<file path="config.mk">
export PLATFORM = sky130hd
export DESIGN_NAME = lag_controller
export DESIGN_NICKNAME = d
export VERILOG_FILES = /design/src/rtl/lag_pkg.sv /design/src/rtl/lag_controller.sv
export VERILOG_INCLUDE_DIRS = /design/src /design/src/rtl
export SDC_FILE = /design/constraint.sdc
export NUM_CORES = 1
export LEC_CHECK = 0
export BUFFER_PORTS_ARGS = -buffer_cell sky130_fd_sc_hd__buf_2
export CAP_MARGIN = 20
export CORE_AREA = 2 2 39 41
export CTS_CLUSTER_DIAMETER = 80
export DETAILED_ROUTE_END_ITERATION = 16
export DIE_AREA = 0 0 41 43
export GPL_TIMING_DRIVEN = 0
export SLEW_MARGIN = 40
export SYNTH_ARGS = -nofsm -noshare
export SYNTH_HDL_FRONTEND = slang
export SYNTH_SLANG_ARGS = --single-unit
</file>
<file path="constraint.sdc">
create_clock -name aclk -period 1.45 [get_ports aclk]
set_clock_uncertainty 0.05 [all_clocks]
set_input_delay 0.0725 -clock aclk [delete_from_list [all_inputs] [get_ports aclk]]
set_output_delay 0.0725 -clock aclk [all_outputs]
set_load 0.02 [all_outputs]
</file>
<file path="src/rtl/life_automaton_grid_top_defines.svh">
// ----------------------------------------------------------------------------
// life_automaton_grid_top_defines.svh
// Assertion macros shared by the life grid modules
// ----------------------------------------------------------------------------
`ifndef LIFE_AUTOMATON_GRID_TOP_DEFINES_SVH
`define LIFE_AUTOMATON_GRID_TOP_DEFINES_SVH

// same-cycle implication, sampled on aclk, off during reset
`define LAG_ASSERT_SAME(label, pre, post, msg) \
    label: assert property (@(posedge aclk) disable iff (!aresetn) (pre) |-> (post)) \
        else $error(msg);

// next-cycle implication, sampled on aclk, off during reset
`define LAG_ASSERT_NEXT(label, pre, post, msg) \
    label: assert property (@(posedge aclk) disable iff (!aresetn) (pre) |=> (post)) \
        else $error(msg);

`endif

</file>
<file path="src/rtl/lag_pkg.sv">
// ----------------------------------------------------------------------------
// lag_pkg
// Types, codes and constants of the life automaton grid
// ----------------------------------------------------------------------------
package lag_pkg;

    // field widths
    localparam int ROW_W  = 6;
    localparam int COL_W  = 6;
    localparam int LIVE_W = 13;

    // default grid size
    localparam int ROWS_DEFAULT = 64;
    localparam int COLS_DEFAULT = 64;

    // rule B3/S23 and output saturation
    localparam int BORN_COUNT = 3;
    localparam int STAY_LOW   = 2;
    localparam int STAY_HIGH  = 3;
    localparam int LIVE_MAX   = 8191;

    // command codes
    typedef enum logic [1:0] {
        CMD_WRITE = 2'd0,
        CMD_READ  = 2'd1,
        CMD_STEP  = 2'd2,
        CMD_NONE  = 2'd3
    } lag_cmd_t;

    // input item
    typedef struct packed {
        lag_cmd_t           command;
        logic [ROW_W-1:0]   row;
        logic [COL_W-1:0]   column;
        logic               cell_in;
    } lag_in_t;

    // result item
    typedef struct packed {
        logic               cell_out;
        logic [LIVE_W-1:0]  live_total;
    } lag_out_t;

    // controller states
    typedef enum logic [3:0] {
        ST_CLEAR,
        ST_IDLE,
        ST_FETCH,
        ST_APPLY,
        ST_START,
        ST_LOAD_B,
        ST_LOAD_C,
        ST_SCAN,
        ST_WB,
        ST_FILL,
        ST_RESULT
    } lag_state_t;

    // controller to datapath commands
    typedef struct packed {
        logic clr_row;
        logic load_in;
        logic acc_read;
        logic acc_apply;
        logic step_start;
        logic step_load_b;
        logic step_load_c;
        logic scan;
        logic wb;
        logic fill;
        logic out_load;
    } lag_ctrl_t;

    // datapath to controller status
    typedef struct packed {
        logic row_last;
        logic col_last;
        logic out_free;
    } lag_stat_t;

endpackage

</file>
<file path="src/rtl/lag_controller.sv">
// ----------------------------------------------------------------------------
// lag_controller
// Sequencer for clearing, cell access and generation steps
// ----------------------------------------------------------------------------
`include "life_automaton_grid_top_defines.svh"

module lag_controller (
    input  logic                aclk,
    input  logic                aresetn,
    input  logic                s_valid,
    output logic                s_ready,
    input  lag_pkg::lag_cmd_t   s_command,
    input  lag_pkg::lag_stat_t  stat,
    output lag_pkg::lag_ctrl_t  ctrl
);
    import lag_pkg::*;

    lag_state_t state_reg;
    lag_state_t state_next;
    logic       accept;

    assign s_ready = (state_reg == ST_IDLE);
    assign accept  = s_valid && s_ready;

    // state register
    always_ff @(posedge aclk) begin
        if (!aresetn) begin
            state_reg <= ST_CLEAR;
        end else begin
            state_reg <= state_next;
        end
    end

    // next state and commands
    always_comb begin
        state_next = state_reg;
        ctrl       = '0;
        unique case (state_reg)
            ST_CLEAR: begin
                ctrl.clr_row = 1'b1;
                if (stat.row_last) begin
                    state_next = ST_IDLE;
                end
            end
            ST_IDLE: begin
                if (accept) begin
                    ctrl.load_in = 1'b1;
                    unique case (s_command) inside
                        CMD_WRITE, CMD_READ: state_next = ST_FETCH;
                        CMD_STEP:            state_next = ST_START;
                        default:             state_next = ST_RESULT;
                    endcase
                end
            end
            ST_FETCH: begin
                ctrl.acc_read = 1'b1;
                state_next    = ST_APPLY;
            end
            ST_APPLY: begin
                ctrl.acc_apply = 1'b1;
                state_next     = ST_RESULT;
            end
            ST_START: begin
                ctrl.step_start = 1'b1;
                state_next      = ST_LOAD_B;
            end
            ST_LOAD_B: begin
                ctrl.step_load_b = 1'b1;
                state_next       = ST_LOAD_C;
            end
            ST_LOAD_C: begin
                ctrl.step_load_c = 1'b1;
                state_next       = ST_SCAN;
            end
            ST_SCAN: begin
                ctrl.scan = 1'b1;
                if (stat.col_last) begin
                    state_next = ST_WB;
                end
            end
            ST_WB: begin
                ctrl.wb    = 1'b1;
                state_next = stat.row_last ? ST_RESULT : ST_FILL;
            end
            ST_FILL: begin
                ctrl.fill  = 1'b1;
                state_next = ST_SCAN;
            end
            ST_RESULT: begin
                if (stat.out_free) begin
                    ctrl.out_load = 1'b1;
                    state_next    = ST_IDLE;
                end
            end
            default: begin
                state_next = ST_IDLE;
            end
        endcase
    end

    // checks
    `LAG_ASSERT_NEXT(a_last_row_done, (state_reg == ST_WB) && stat.row_last,
        state_reg == ST_RESULT, "step did not finish after the last row")
    `LAG_ASSERT_NEXT(a_scan_stays, (state_reg == ST_SCAN) && !stat.col_last,
        state_reg == ST_SCAN, "row scan left early")
    `LAG_ASSERT_SAME(a_one_mem_op, 1'b1,
        $onehot0({ctrl.clr_row, ctrl.acc_read, ctrl.acc_apply, ctrl.step_start,
                  ctrl.step_load_b, ctrl.wb}),
        "more than one memory operation at once")

endmodule

</file>
==> results.tsv <==
metric	value	unit
synthMostInstantiatedCell	nor2_1	
worst_slew_pin_slew	0.2235	ns
dominantRegCellSynth	dfxtp_1	
whs_path_depth	3	
numCtsBuffers	3	
globalRoute.totalOverflow	0	
rr_endpoint	state_reg[2]	
synth.cell_area	450.4	um2
fp.dieW	41	um
drtIter0Drc	8	
synth_top_cells_by_area	dfxtp_1 18%, nor2_1 7.5%, nand2b_1 5.6%, nor3_1 5.6%, a32o_1 4.4%	
flow.area_growth_from_synthesis	66.11	%
clock_tree.buffer_depth	2	
path_class	register to register	
std_cell_rows	14	
share_of_the_synthesized_area_in_the_top_cell_type	17.78	%
max_cap_viol_count	0	
timing.critical_path.arrival	1.66	ns
post_synth_edffs	0	
syn_avg_cell_area	7.384	um2
period_share	109.3	%
drc	0	
final_hold_viols	0	
holdCritPathClass	primary input to register	
globalplace.congestion	0.7904	
clock_transition_at_the_registers_of_the_reported_paths	0.04	ns
fillCellCount	132	
num-nets-final	98	
ios	20	
synth.net_count	69	
drive_gt1_share	62.50	%
first_pass_iters	4	
floorplan.die_area	1763	um2
synth_adder_area_share	0	%
min_delay_worst_endpoint	state_reg[1]	
worst_r2r_path_depth	4	
yosysTopAreaCell	dfxtp_1	
combinational_family_with_the_most_area_after_synthesis	simple AND/OR/NAND/NOR gates	
initial_core_util	32.55	%
synth.ff_latch_count	4	
flip_flop_count_of_the_largest_register_after_layout	4	
post_synth_mux_area_share	2.222	%
synth_simple_gate_area_share	41.67	%
grt_pass1_vias	493	
finalWorstPathRequiredPeriod	1.585	ns
ys_async_sr_fraction	0	%
final_cell_count_no_fill	104	
ctsRootBufferMaster	clkbuf_4	
worst_supply_voltage_drop_on_vdd	557.7	uV
clock_tree_from_tritoncts	done	
post_cts_hold_buffer_count	0	
post-dp-hpwl	933.7	um
setup.worst_path.start_class	register	
critical_path_peak_fanout	5	
ant_nets	0	
detail_route.wl_per_cell	13.43	um
p_leak	0.3289	nW
netlist_top_cells_count	9 x nor2_1, 5 x nor3_1, 4 x dfxtp_1, 4 x nand2b_1, 4 x o21ai_0	
global_route.usage.total	17.77	%
tritoncts_num_sinks	4	
rsz0062_at_grt	true	
antenna_found_initial	0	
worst_skew_late_latency	0.24	ns
pre_cts_ws	-0.1874	ns
stdcell_area	748.2	um2
timing.critical_path.to_type	register	
ff2ff_setup_slack	-0.13	ns
vias_per_cell	5.413	
antenna_cells	0	
coreArea	1384	um2
post_dp_cell_area	591.8	um2
failed_checks	setup timing	
synth_cell_type_count	31	
synth_xor_xnor_area_share	0	%
regToRegStartpoint	state_reg[1]	
report.final.slew_viol_count	0	
fmaxAchievable	631.0	MHz
vias	563	
powerDensity	672.4	nW/um2
timing.final.setup_violations	5	
postLayoutSetupSlackWorst	-0.1348	ns
io_buffer_count	19	
numPlacedInstances	96	
fin_worst_hold_slack	0.05841	ns
grt_max_degree	11	
die_boundary_height	43	um
synth_compound_gate_area_share	29.17	%
worst_hold_startpoint	aresetn	
yosysSeqAreaShare	17.78	%
final_tns_setup	-0.5017	ns
timing.max_slew.rel_slack	85.02	%
synth-warning-count	0	
first_pass_grt_wire_length	2125	um
htreeDepth	1	
route.final.wire_length	1397	um
critPathRequiredTime	1.52	ns
result_of_the_run	complete, but fails checks	
synthesis.instances	61	
where the power goes:
part,total [W],internal (W),switching [W]
Clock,0.000140,0.0000927,0.0000478
Combinational,0.000237,0.000120,0.000117
Sequential,0.000125,0.000118,0.00000780
Total,0.000503,0.000331,0.000173
per-layer routing:
layer | routed length, um | track usage [%] | up-vias
li1 | - | - | 282
met1 | 589 | 20.90 | 267
met2 | 733 | 29.38 | 14
met3 | 74 | 6.283 | 0
met4 | 0 | 4.000 | 0
met5 | 0 | 0 | -
logic make-up after synthesis:
kind of cell	count (synthesis)
DFF	4
AOI/OAI and AO/OA	16
buffers and inverters	8
and+or+nand+nor	32
muxes	1
critical path, stage by stage (launching register included):
cell,delay [ns]
dfxtp_2,0.35
or4bb_4,0.55
a21oi_4,0.21
nor3_2,0.09
a32o_1,0.22
repair_timing:
item | 4_1_cts | 5_1_grt
endpoints found under the setup margin | 8 | 13
resized for setup | 11 | 21
buffers inserted | 4 | 1
pin swaps | 6 | 2
worst max path at each step:
stage / from / depth (start not counted) / slack (ns) / endpoint
2_1_floorplan: state_reg[3] / 5 / -0.09 / state_reg[2]
3_3_place_gp: state_reg[2] / 4 / -0.19 / state_reg[2]
3_5_place_dp: state_reg[2] / 4 / -0.19 / state_reg[2]
4_1_cts: state_reg[3] / 5 / -0.11 / state_reg[2]
5_1_grt: state_reg[1] / 4 / -0.18 / state_reg[2]
6_report: state_reg[1] / 4 / -0.13 / state_reg[2]
area by class of cell:
type | count | area (um2) | share of cell area [%]
inverters | 3 | 11.26 | 1.505
well taps | 16 | 20.02 | 2.676
multi-input cells | 49 | 406.6 | 54.35
plain buffers | 5 | 45.04 | 6.020
flip-flops and latches | 4 | 90.09 | 12.04
repair buffers | 24 | 152.6 | 20.40
clock buffers | 3 | 22.52 | 3.010
per-stage QoR:
stage / total power (W) / util, %
global placement: 0.0003029 / 42.77
detailed placement: 0.0003020 / 42.77
finish: 0.0005031 / 54.07
floorplan: 0.0002567 / -
global route: 0.0005409 / 54.07
CTS: 0.0004705 / 48.73
placed cells by master (no fill, tap or decap), types with 3 or more instances in the layout:
cell	n
buf_2	14
nor3_2	5
buf_6	4
clkbuf_4	5
nor2_1	8
o21ai_0	4
buf_4	9
inv_1	3
Power figures use the tool's default switching activity.
