==> src/rtl/life_automaton_grid_top_defines.svh <==
// ----------------------------------------------------------------------------
// life_automaton_grid_top_defines.svh
// Assertion macros shared by the life grid modules
// ----------------------------------------------------------------------------
`ifndef LIFE_AUTOMATON_GRID_TOP_DEFINES_SVH
`define LIFE_AUTOMATON_GRID_TOP_DEFINES_SVH

// same-cycle implication, sampled on aclk, off during reset
`define LAG_ASSERT_SAME(label, pre, post, msg) \
    label: assert property (@(posedge aclk) disable iff (!aresetn) (pre) |-> (post)) \
        else $error(msg);

// next-cycle implication, sampled on aclk, off during reset
`define LAG_ASSERT_NEXT(label, pre, post, msg) \
    label: assert property (@(posedge aclk) disable iff (!aresetn) (pre) |=> (post)) \
        else $error(msg);

`endif

==> src/rtl/lag_pkg.sv <==
// ----------------------------------------------------------------------------
// lag_pkg
// Types, codes and constants of the life automaton grid
// ----------------------------------------------------------------------------
package lag_pkg;

    // field widths
    localparam int ROW_W  = 6;
    localparam int COL_W  = 6;
    localparam int LIVE_W = 13;

    // default grid size
    localparam int ROWS_DEFAULT = 64;
    localparam int COLS_DEFAULT = 64;

    // rule B3/S23 and output saturation
    localparam int BORN_COUNT = 3;
    localparam int STAY_LOW   = 2;
    localparam int STAY_HIGH  = 3;
    localparam int LIVE_MAX   = 8191;

    // command codes
    typedef enum logic [1:0] {
        CMD_WRITE = 2'd0,
        CMD_READ  = 2'd1,
        CMD_STEP  = 2'd2,
        CMD_NONE  = 2'd3
    } lag_cmd_t;

    // input item
    typedef struct packed {
        lag_cmd_t           command;
        logic [ROW_W-1:0]   row;
        logic [COL_W-1:0]   column;
        logic               cell_in;
    } lag_in_t;

    // result item
    typedef struct packed {
        logic               cell_out;
        logic [LIVE_W-1:0]  live_total;
    } lag_out_t;

    // controller states
    typedef enum logic [3:0] {
        ST_CLEAR,
        ST_IDLE,
        ST_FETCH,
        ST_APPLY,
        ST_START,
        ST_LOAD_B,
        ST_LOAD_C,
        ST_SCAN,
        ST_WB,
        ST_FILL,
        ST_RESULT
    } lag_state_t;

    // controller to datapath commands
    typedef struct packed {
        logic clr_row;
        logic load_in;
        logic acc_read;
        logic acc_apply;
        logic step_start;
        logic step_load_b;
        logic step_load_c;
        logic scan;
        logic wb;
        logic fill;
        logic out_load;
    } lag_ctrl_t;

    // datapath to controller status
    typedef struct packed {
        logic row_last;
        logic col_last;
        logic out_free;
    } lag_stat_t;

endpackage

==> src/rtl/lag_datapath.sv <==
// ----------------------------------------------------------------------------
// lag_datapath
// Row-wide grid memory, three-row window, cell rule, live count, result register
// ----------------------------------------------------------------------------
`include "life_automaton_grid_top_defines.svh"

module lag_datapath #(
    parameter int GRID_ROWS = lag_pkg::ROWS_DEFAULT,
    parameter int GRID_COLS = lag_pkg::COLS_DEFAULT
) (
    input  logic                aclk,
    input  logic                aresetn,
    input  lag_pkg::lag_in_t    s_data,
    input  lag_pkg::lag_ctrl_t  ctrl,
    output lag_pkg::lag_stat_t  stat,
    input  logic                m_ready,
    output logic                m_valid,
    output lag_pkg::lag_out_t   m_data
);
    import lag_pkg::*;

    localparam int RW  = $clog2(GRID_ROWS);
    localparam int CLW = $clog2(GRID_COLS);
    localparam int RXW = ($clog2(GRID_ROWS + 1) > ROW_W) ? $clog2(GRID_ROWS + 1) : ROW_W;
    localparam int CXW = ($clog2(GRID_COLS + 1) > COL_W) ? $clog2(GRID_COLS + 1) : COL_W;
    localparam int LW  = $clog2(GRID_ROWS * GRID_COLS + 1);
    localparam int OW  = (LW > LIVE_W) ? LW : LIVE_W;

    // grid memory, one row per entry
    logic [GRID_COLS-1:0] grid_mem [GRID_ROWS];

    // registers
    lag_in_t              item_reg;
    logic [GRID_COLS-1:0] rd_data_reg;
    logic [GRID_COLS-1:0] up_reg;
    logic [GRID_COLS-1:0] mid_reg;
    logic [GRID_COLS-1:0] dn_reg;
    logic [GRID_COLS-1:0] new_row_reg;
    logic [RW-1:0]        row_cnt_reg;
    logic [CLW-1:0]       col_cnt_reg;
    logic [LW-1:0]        live_reg;
    logic                 fill_zero_reg;
    logic                 read_bit_reg;
    logic                 m_valid_reg;
    lag_out_t             m_data_reg;

    // combinational signals
    logic [RXW-1:0]       row_ext;
    logic [CXW-1:0]       col_ext;
    logic [RW-1:0]        row_idx;
    logic [CLW-1:0]       col_idx;
    logic                 in_grid;
    logic                 old_bit;
    logic [GRID_COLS-1:0] wr_row;
    logic                 rd_en;
    logic [RW-1:0]        rd_addr;
    logic                 wr_en;
    logic [RW-1:0]        wr_addr;
    logic [GRID_COLS-1:0] wr_data;
    logic [RW:0]          row_plus2;
    logic                 row_plus2_ok;
    logic                 row_last;
    logic                 col_last;
    logic [2:0]           left_bits;
    logic [2:0]           right_bits;
    logic [3:0]           nbr_cnt;
    logic                 new_bit;
    logic                 out_free;
    logic [OW-1:0]        live_ext;
    logic [LIVE_W-1:0]    live_sat;
    logic                 live_up;
    logic                 live_down;

    // addressing of the held item
    assign row_ext = RXW'(item_reg.row);
    assign col_ext = CXW'(item_reg.column);
    assign row_idx = row_ext[RW-1:0];
    assign col_idx = col_ext[CLW-1:0];
    assign in_grid = (row_ext < RXW'(GRID_ROWS)) && (col_ext < CXW'(GRID_COLS));
    assign old_bit = rd_data_reg[col_idx];

    // row with the addressed cell replaced
    always_comb begin
        wr_row          = rd_data_reg;
        wr_row[col_idx] = item_reg.cell_in;
    end

    // scan position flags
    assign row_last     = (row_cnt_reg == RW'(GRID_ROWS - 1));
    assign col_last     = (col_cnt_reg == CLW'(GRID_COLS - 1));
    assign row_plus2    = {1'b0, row_cnt_reg} + (RW + 1)'(2);
    assign row_plus2_ok = (row_plus2 < (RW + 1)'(GRID_ROWS));

    // 3x3 window at the current column, edges dead
    assign left_bits  = {up_reg[GRID_COLS-1], mid_reg[GRID_COLS-1], dn_reg[GRID_COLS-1]}
                        & {3{col_cnt_reg != '0}};
    assign right_bits = {up_reg[1], mid_reg[1], dn_reg[1]} & {3{!col_last}};
    assign nbr_cnt    = 4'(left_bits[0]) + 4'(left_bits[1]) + 4'(left_bits[2])
                        + 4'(right_bits[0]) + 4'(right_bits[1]) + 4'(right_bits[2])
                        + 4'(up_reg[0]) + 4'(dn_reg[0]);

    // B3/S23
    assign new_bit = mid_reg[0] ? ((nbr_cnt == 4'(STAY_LOW)) || (nbr_cnt == 4'(STAY_HIGH)))
                                : (nbr_cnt == 4'(BORN_COUNT));

    // live count changes on a single-cell write
    assign live_up   = ctrl.acc_apply && (item_reg.command == CMD_WRITE) && in_grid
                       && (old_bit != item_reg.cell_in) && item_reg.cell_in;
    assign live_down = ctrl.acc_apply && (item_reg.command == CMD_WRITE) && in_grid
                       && (old_bit != item_reg.cell_in) && !item_reg.cell_in;

    // saturated live total
    assign live_ext = OW'(live_reg);
    assign live_sat = (live_ext > OW'(LIVE_MAX)) ? LIVE_W'(LIVE_MAX) : live_ext[LIVE_W-1:0];

    // memory port selection
    always_comb begin
        rd_en   = 1'b0;
        rd_addr = row_idx;
        wr_en   = 1'b0;
        wr_addr = row_cnt_reg;
        wr_data = new_row_reg;
        if (ctrl.clr_row) begin
            wr_en   = 1'b1;
            wr_data = '0;
        end
        if (ctrl.acc_read) begin
            rd_en = 1'b1;
        end
        if (ctrl.acc_apply && (item_reg.command == CMD_WRITE) && in_grid) begin
            wr_en   = 1'b1;
            wr_addr = row_idx;
            wr_data = wr_row;
        end
        if (ctrl.step_start) begin
            rd_en   = 1'b1;
            rd_addr = '0;
        end
        if (ctrl.step_load_b) begin
            rd_en   = 1'b1;
            rd_addr = RW'(1);
        end
        if (ctrl.wb) begin
            wr_en   = 1'b1;
            rd_en   = row_plus2_ok;
            rd_addr = row_plus2[RW-1:0];
        end
    end

    // grid memory write port
    always_ff @(posedge aclk) begin
        if (wr_en) begin
            grid_mem[wr_addr] <= wr_data;
        end
    end

    // grid memory read port
    always_ff @(posedge aclk) begin
        if (rd_en) begin
            rd_data_reg <= grid_mem[rd_addr];
        end
    end

    // counters, live count and result valid
    always_ff @(posedge aclk) begin
        if (!aresetn) begin
            row_cnt_reg <= '0;
            col_cnt_reg <= '0;
            live_reg    <= '0;
            m_valid_reg <= 1'b0;
        end else begin
            if (ctrl.clr_row || ctrl.wb) begin
                row_cnt_reg <= row_last ? '0 : row_cnt_reg + RW'(1);
            end else if (ctrl.step_start) begin
                row_cnt_reg <= '0;
            end
            if (ctrl.scan) begin
                col_cnt_reg <= col_last ? '0 : col_cnt_reg + CLW'(1);
            end else if (ctrl.step_start) begin
                col_cnt_reg <= '0;
            end
            if (ctrl.step_start) begin
                live_reg <= '0;
            end else if (ctrl.scan) begin
                live_reg <= live_reg + LW'(new_bit);
            end else if (live_up) begin
                live_reg <= live_reg + LW'(1);
            end else if (live_down) begin
                live_reg <= live_reg - LW'(1);
            end
            if (ctrl.out_load) begin
                m_valid_reg <= 1'b1;
            end else if (m_ready) begin
                m_valid_reg <= 1'b0;
            end
        end
    end

    // row window, new row and result payload
    always_ff @(posedge aclk) begin
        if (ctrl.load_in) begin
            item_reg     <= s_data;
            read_bit_reg <= 1'b0;
        end
        if (ctrl.acc_apply) begin
            read_bit_reg <= (item_reg.command == CMD_READ) && in_grid && old_bit;
        end
        if (ctrl.step_start) begin
            up_reg <= '0;
        end
        if (ctrl.step_load_b) begin
            mid_reg <= rd_data_reg;
        end
        if (ctrl.step_load_c) begin
            dn_reg <= rd_data_reg;
        end
        if (ctrl.scan) begin
            up_reg      <= {up_reg[0], up_reg[GRID_COLS-1:1]};
            mid_reg     <= {mid_reg[0], mid_reg[GRID_COLS-1:1]};
            dn_reg      <= {dn_reg[0], dn_reg[GRID_COLS-1:1]};
            new_row_reg <= {new_bit, new_row_reg[GRID_COLS-1:1]};
        end
        if (ctrl.wb) begin
            up_reg        <= mid_reg;
            mid_reg       <= dn_reg;
            fill_zero_reg <= !row_plus2_ok;
        end
        if (ctrl.fill) begin
            dn_reg <= fill_zero_reg ? '0 : rd_data_reg;
        end
        if (ctrl.out_load) begin
            m_data_reg.cell_out   <= read_bit_reg;
            m_data_reg.live_total <= live_sat;
        end
    end

    // status and outputs
    assign out_free      = !m_valid_reg || m_ready;
    assign stat.row_last = row_last;
    assign stat.col_last = col_last;
    assign stat.out_free = out_free;
    assign m_valid       = m_valid_reg;
    assign m_data        = m_data_reg;

    // checks
    `LAG_ASSERT_SAME(a_live_bound, 1'b1, live_reg <= LW'(GRID_ROWS * GRID_COLS),
        "live count above cell count")
    `LAG_ASSERT_SAME(a_wb_full_row, ctrl.wb, col_cnt_reg == '0,
        "row written back before a full scan")
    `LAG_ASSERT_SAME(a_load_free, ctrl.out_load, out_free,
        "result loaded over an untaken item")

endmodule

==> config.mk <==
export PLATFORM = sky130hd
export DESIGN_NAME = lag_datapath
export DESIGN_NICKNAME = d
export VERILOG_FILES = /design/src/rtl/lag_pkg.sv /design/src/rtl/lag_datapath.sv
export VERILOG_INCLUDE_DIRS = /design/src /design/src/rtl
export SDC_FILE = /design/constraint.sdc
export NUM_CORES = 2
export LEC_CHECK = 0
export ABC_CLOCK_PERIOD_IN_PS = 7000
export BUFFER_PORTS_ARGS = -buffer_cell sky130_fd_sc_hd__buf_2
export CAP_MARGIN = 20
export CORE_ASPECT_RATIO = 0.8
export CORE_MARGIN = 4
export CORE_UTILIZATION = 53
export CTS_BUF_LIST = sky130_fd_sc_hd__clkbuf_4
export CTS_CLUSTER_DIAMETER = 80
export DETAILED_ROUTE_END_ITERATION = 10
export HOLD_SLACK_MARGIN = 0.1
export PLACE_DENSITY = 0.73
export RECOVER_POWER = 25
export SYNTH_ARGS = -nofsm -noshare
export SYNTH_HDL_FRONTEND = slang
export SYNTH_SLANG_ARGS = --single-unit
==> constraint.sdc <==
create_clock -name aclk -period 7 [get_ports aclk]
set_input_delay 0 -clock aclk [delete_from_list [all_inputs] [get_ports aclk]]
set_output_delay 0 -clock aclk [all_outputs]
set_load 0.1 [all_outputs]
==> results <==
- The flow ran to the end, but the final reports show violations.
- The checks that failed: capacitance limit, slew limit.
- After the first detailed-routing iteration, the DRC count stood at 15220.
- The worst hold path belongs to the class in -> reg.
- In this run the worst setup path begins at ctrl[2].
- The largest single stage delay on the critical path is 3.12 ns.
- The number of max-cap violations is 56.
- The post-synth design cell area is 173400 µm².
- Walking the worst path, the cells encountered are dlygate4sd3_1 > dlygate4sd3_1 > clkbuf_1 > dlygate4sd3_1 > or2_2 > nand3_1 > nand2_1 > nand2_1 > nor2_4 > clkbuf_1.
- Setup violations remaining at the end of the flow were counted as 0.
- In this run the power spent charging and discharging nets is 13650 µW.
- For the worst flop-to-flop path, the logic depth is 7.
- In this run the worst path has a maximum fanout of 36.
- The total number of nets in the final design is 9161.
- The capturing element type of the critical path is a register.
- The fraction of layout cells with a size suffix above 1 is 0.3117.
- In the routed layout, each cell is associated on average with a via count of 6.620.
- In the layout the commonest cells are sky130_fd_sc_hd__edfxtp_1 (4447), sky130_fd_sc_hd__clkbuf_4 (1497), sky130_fd_sc_hd__mux4_2 (1032).
- At the worst endpoint, the required time is 7.92 ns.
- On the critical path, the stage with the largest delay is an instance of sky130_fd_sc_hd__clkbuf_1.
- The number of different library cells used by synthesis comes to 63.
- The final hold violation count came to 0.
- The flip-flop count of the largest register, all copies and words added is 4096.
- Internal power comes to 43400 µW.
- Across all layers, the routed design uses 93660 vias.
- The switching portion of total power is 0.2392.
- TritonCTS built the clock tree.
- The clock root buffer master is sky130_fd_sc_hd__clkbuf_4.
- The die covers 336400 µm².
- The overall routed net length is 485.0 mm.
- The number of enable-type register cells in the synthesized netlist is 4447.
- The most common cell type on the critical path is sky130_fd_sc_hd__dlygate4sd3_1.
- Across every metal layer, demand over resource in global routing totals 0.2880.
- The number of post-CTS setup repair buffers is 0.
- Routability-driven placement finished with a final weighted congestion of 0.9398.
- The average wire length per cell after detail routing is 34.28 µm.
- The dominant cell type by area after synthesis is sky130_fd_sc_hd__edfxtp_1.
- The initial antenna violation count is 23.
- The worst setup slack after placement is 1.120 ns.
- Counting I/O delays and the setup requirement, the final critical path takes 6.423 ns.
- The number of pins with negative max-slew slack in the final report came to 2246.
- In the final layout, flip-flops and latches occupy 134100 µm².
- The share of total power dissipated in sequential elements is 0.543.
- Power spread over the standard cell area amounts to 292.8 nW/µm².
- The die is 519.5 µm tall.
- The number of warning messages in the yosys log is 0.
- The number of nets handed over by synthesis was 8169.
- The count of nets left with antenna violations once routing finished came out at 0.
- The combinational power share is 0.087.
- Fill cells in the final layout number 22570.
- The via count of the first global-routing pass came to 93520.
- Summed over all layers, the global routing overflow is 0.
- The number of cells on the worst hold path is 5.
- In this run the most critical hold path is launched from ctrl[10].
- Ranked by flip-flop count, first place goes to grid_mem.
- The final non-filler cell total is 14150.
- The area growth from synthesis to layout is 12.37%.
- The total DRC errors in the routed layout is 0.
- TritonCTS created 1045 clock buffers.
- STA classifies the critical path startpoint as an input pin.
- The endpoint arrival time on the critical path is 7.34 ns.
- The worst hold path terminates at grid_mem[4][63]$_DFFE_PP_.
- The fmax is 155.7 MHz.
- Across the VDD grid, the largest voltage drop is 0.1951 mV.
- Summed over all failing endpoints, the final setup total negative slack is 0 ns.
- The clock slew at the register clock pins of the worst setup and hold paths is 0.08 ns.
- Synthesis produced 8116 cells.
- The chip width is 647.4 µm.
- The primary flip-flop cell chosen by synthesis mapping is sky130_fd_sc_hd__edfxtp_1.
- The commonest non-fill, non-tap cell in the layout is sky130_fd_sc_hd__edfxtp_1.
- The share of the clock period used by the worst path is 0.9176.
- Gates resized during post-CTS repair numbered 0.
- After legalization and detailed placement, the total HPWL measured 253.7 mm.
- The share of total power dissipated in the clock network is 0.370.
- The critical path is of the in -> reg type.
- The final worst setup slack is 0.5767 ns.
- Sorting the synthesized cells by area gives the leading types as sky130_fd_sc_hd__edfxtp_1 (77%), sky130_fd_sc_hd__mux4_2 (13%), sky130_fd_sc_hd__mux2i_1 (2.2%), sky130_fd_sc_hd__nand2_1 (1.4%), sky130_fd_sc_hd__a32oi_1 (1.3%).
- In this run the count of I/O pins placed on the die edge is 47.
- The reg2reg setup slack is 0.69 ns.
- The area fraction of the dominant cell type after synthesis is 0.7703.
- On the final layout, the worst clock skew is 0.1292 ns.
- For this configuration, the core starts out at a cell density of 0.5334.
- The analysis attributes to cell leakage a power of 0.06284 µW.
- The startpoint identified for the worst register-to-register timing path is item_reg[13]$_DFFE_PP_.
- After synthesis the netlist holds a flip-flop and latch count of 4473.
- The longest clock path from root to sink contains 4 buffers.
- In this run the critical register-to-register path is captured at grid_mem[37][14]$_DFFE_PP_.
- Setup repair after global routing left no endpoint under its margin.
- For the pin with the worst max-slew slack, the measured transition is 4.460 ns.
- The design area is 194800 µm².
- After floorplanning, the core was sized to cover 325000 µm².
- The maximum number of pins on one net before global-route repair is 131.
- The row count is 187.
- The number of placed instances, taps included, is 12320.
- The share of flip-flops with an asynchronous set or reset after synthesis is 0.
- The synthesized area divided by synthesized cell count is 21.36 µm².
- The H-tree was split into 7 levels.
- The first global-routing pass estimated 689.0 mm of wire.
- Before antenna repair, the detailed router went through 6 iterations.
- The hold buffer count at CTS is 84.
- Clock tree synthesis found a total of 4473 sinks.
- Clock latency on the worst-skew pair, taken at its later pin, is 1.50 ns.
- The footprint of the multi-input gates is 38180 µm².
- In this run the tightest slew margin relative to its limit is -1.974.
- Port buffering added 46 buffers.
- For this run, the register share of the synthesized area comes to 0.7733.
- In this run the cell area measured after placement is 181400 µm².
==> cell families after synthesis <==
| group | synth area share |
|---|---|
| DFF | 0.7733 |
| xor gates and xnor gates | 0.0006568 |
| muxes | 0.1564 |
| and+or+nand+nor | 0.02549 |
| AOI/OAI and AO/OA | 0.02923 |
| buffers and inverters | 0.01304 |
| adders and majority gates | 0.001949 |
==> per-layer routing <==
layer	global-route usage	part of all wire	wire length, µm	vias up
li1	-	-	-	36590
met1	0.4054	0.35	171600	48290
met2	0.4206	0.45	218500	7533
met3	0.08787	0.15	71750	1242
met4	0.1270	0.048	23090	8
met5	0	0.00010	50	-
==> through the flow <==
step | utilization | hold slack (ns) | total power [µW]
final | 0.5994 | 0.2718 | 57050
after global routing | 0.5994 | 0.2352 | 59170
after CTS | 0.6014 | 0.1447 | 57230
after detailed placement | 0.5583 | 0.1828 | 36360
after global placement | 0.5577 | 0.1766 | 36210
after floorplan | - | 0.09887 | 34560
==> worst max-delay path, delay by kind of cell <==
kind	cells	cell delay, ns
and+or+nand+nor	5	1.05
buffers and inverters	5	6.16
==> cells in the mapped netlist (17+ instances only) <==
master                     count
sky130_fd_sc_hd__ha_1         19
sky130_fd_sc_hd__buf_2       189
sky130_fd_sc_hd__a22o_1      125
sky130_fd_sc_hd__edfxtp_1   4447
sky130_fd_sc_hd__a32oi_1     256
sky130_fd_sc_hd__clkbuf_1    233
sky130_fd_sc_hd__a21oi_1     126
sky130_fd_sc_hd__buf_4        21
sky130_fd_sc_hd__inv_1        17
sky130_fd_sc_hd__a31oi_1      18
sky130_fd_sc_hd__nand2_1     669
sky130_fd_sc_hd__o21ai_0     118
sky130_fd_sc_hd__and4_1       64
sky130_fd_sc_hd__mux2i_1     386
sky130_fd_sc_hd__dfxtp_1      26
sky130_fd_sc_hd__nor2_1      118
sky130_fd_sc_hd__nand3_1      18
sky130_fd_sc_hd__mux4_2     1032
sky130_fd_sc_hd__buf_1        47
==> final cells by class <==
cell class                 count  share of cell area
sequential                  4473              0.6881
multi-input combinational   3133              0.1960
clock buffer                1497             0.05769
tap                         4347             0.02792
timing repair buffer         438             0.01999
clock inverter               235            0.009833
inverter                      17           0.0003275
antenna                        9           0.0001156
==> how the worst max path moves through the flow <==
stage                                             to  slack (ns)
after CTS                  live_ext[12]$_SDFFE_PP0P_        1.10
after global routing           mid_reg[20]$_DFFE_PP_        0.45
after floorplan            live_ext[12]$_SDFFE_PP0P_        1.93
after global placement     live_ext[12]$_SDFFE_PP0P_        0.97
final                     grid_mem[22][17]$_DFFE_PP_        0.58
after detailed placement   live_ext[12]$_SDFFE_PP0P_        1.12
==> power groups by stage <==
stage	combinational, µW	sequential (µW)	clock, µW
floorplan	3180	31400	0
global placement	4740	31500	0
detailed placement	4880	31500	0
CTS	4940	30900	21400
global route	5230	31000	23000
finish	4950	31000	21100
Power figures use the tool's default switching activity.
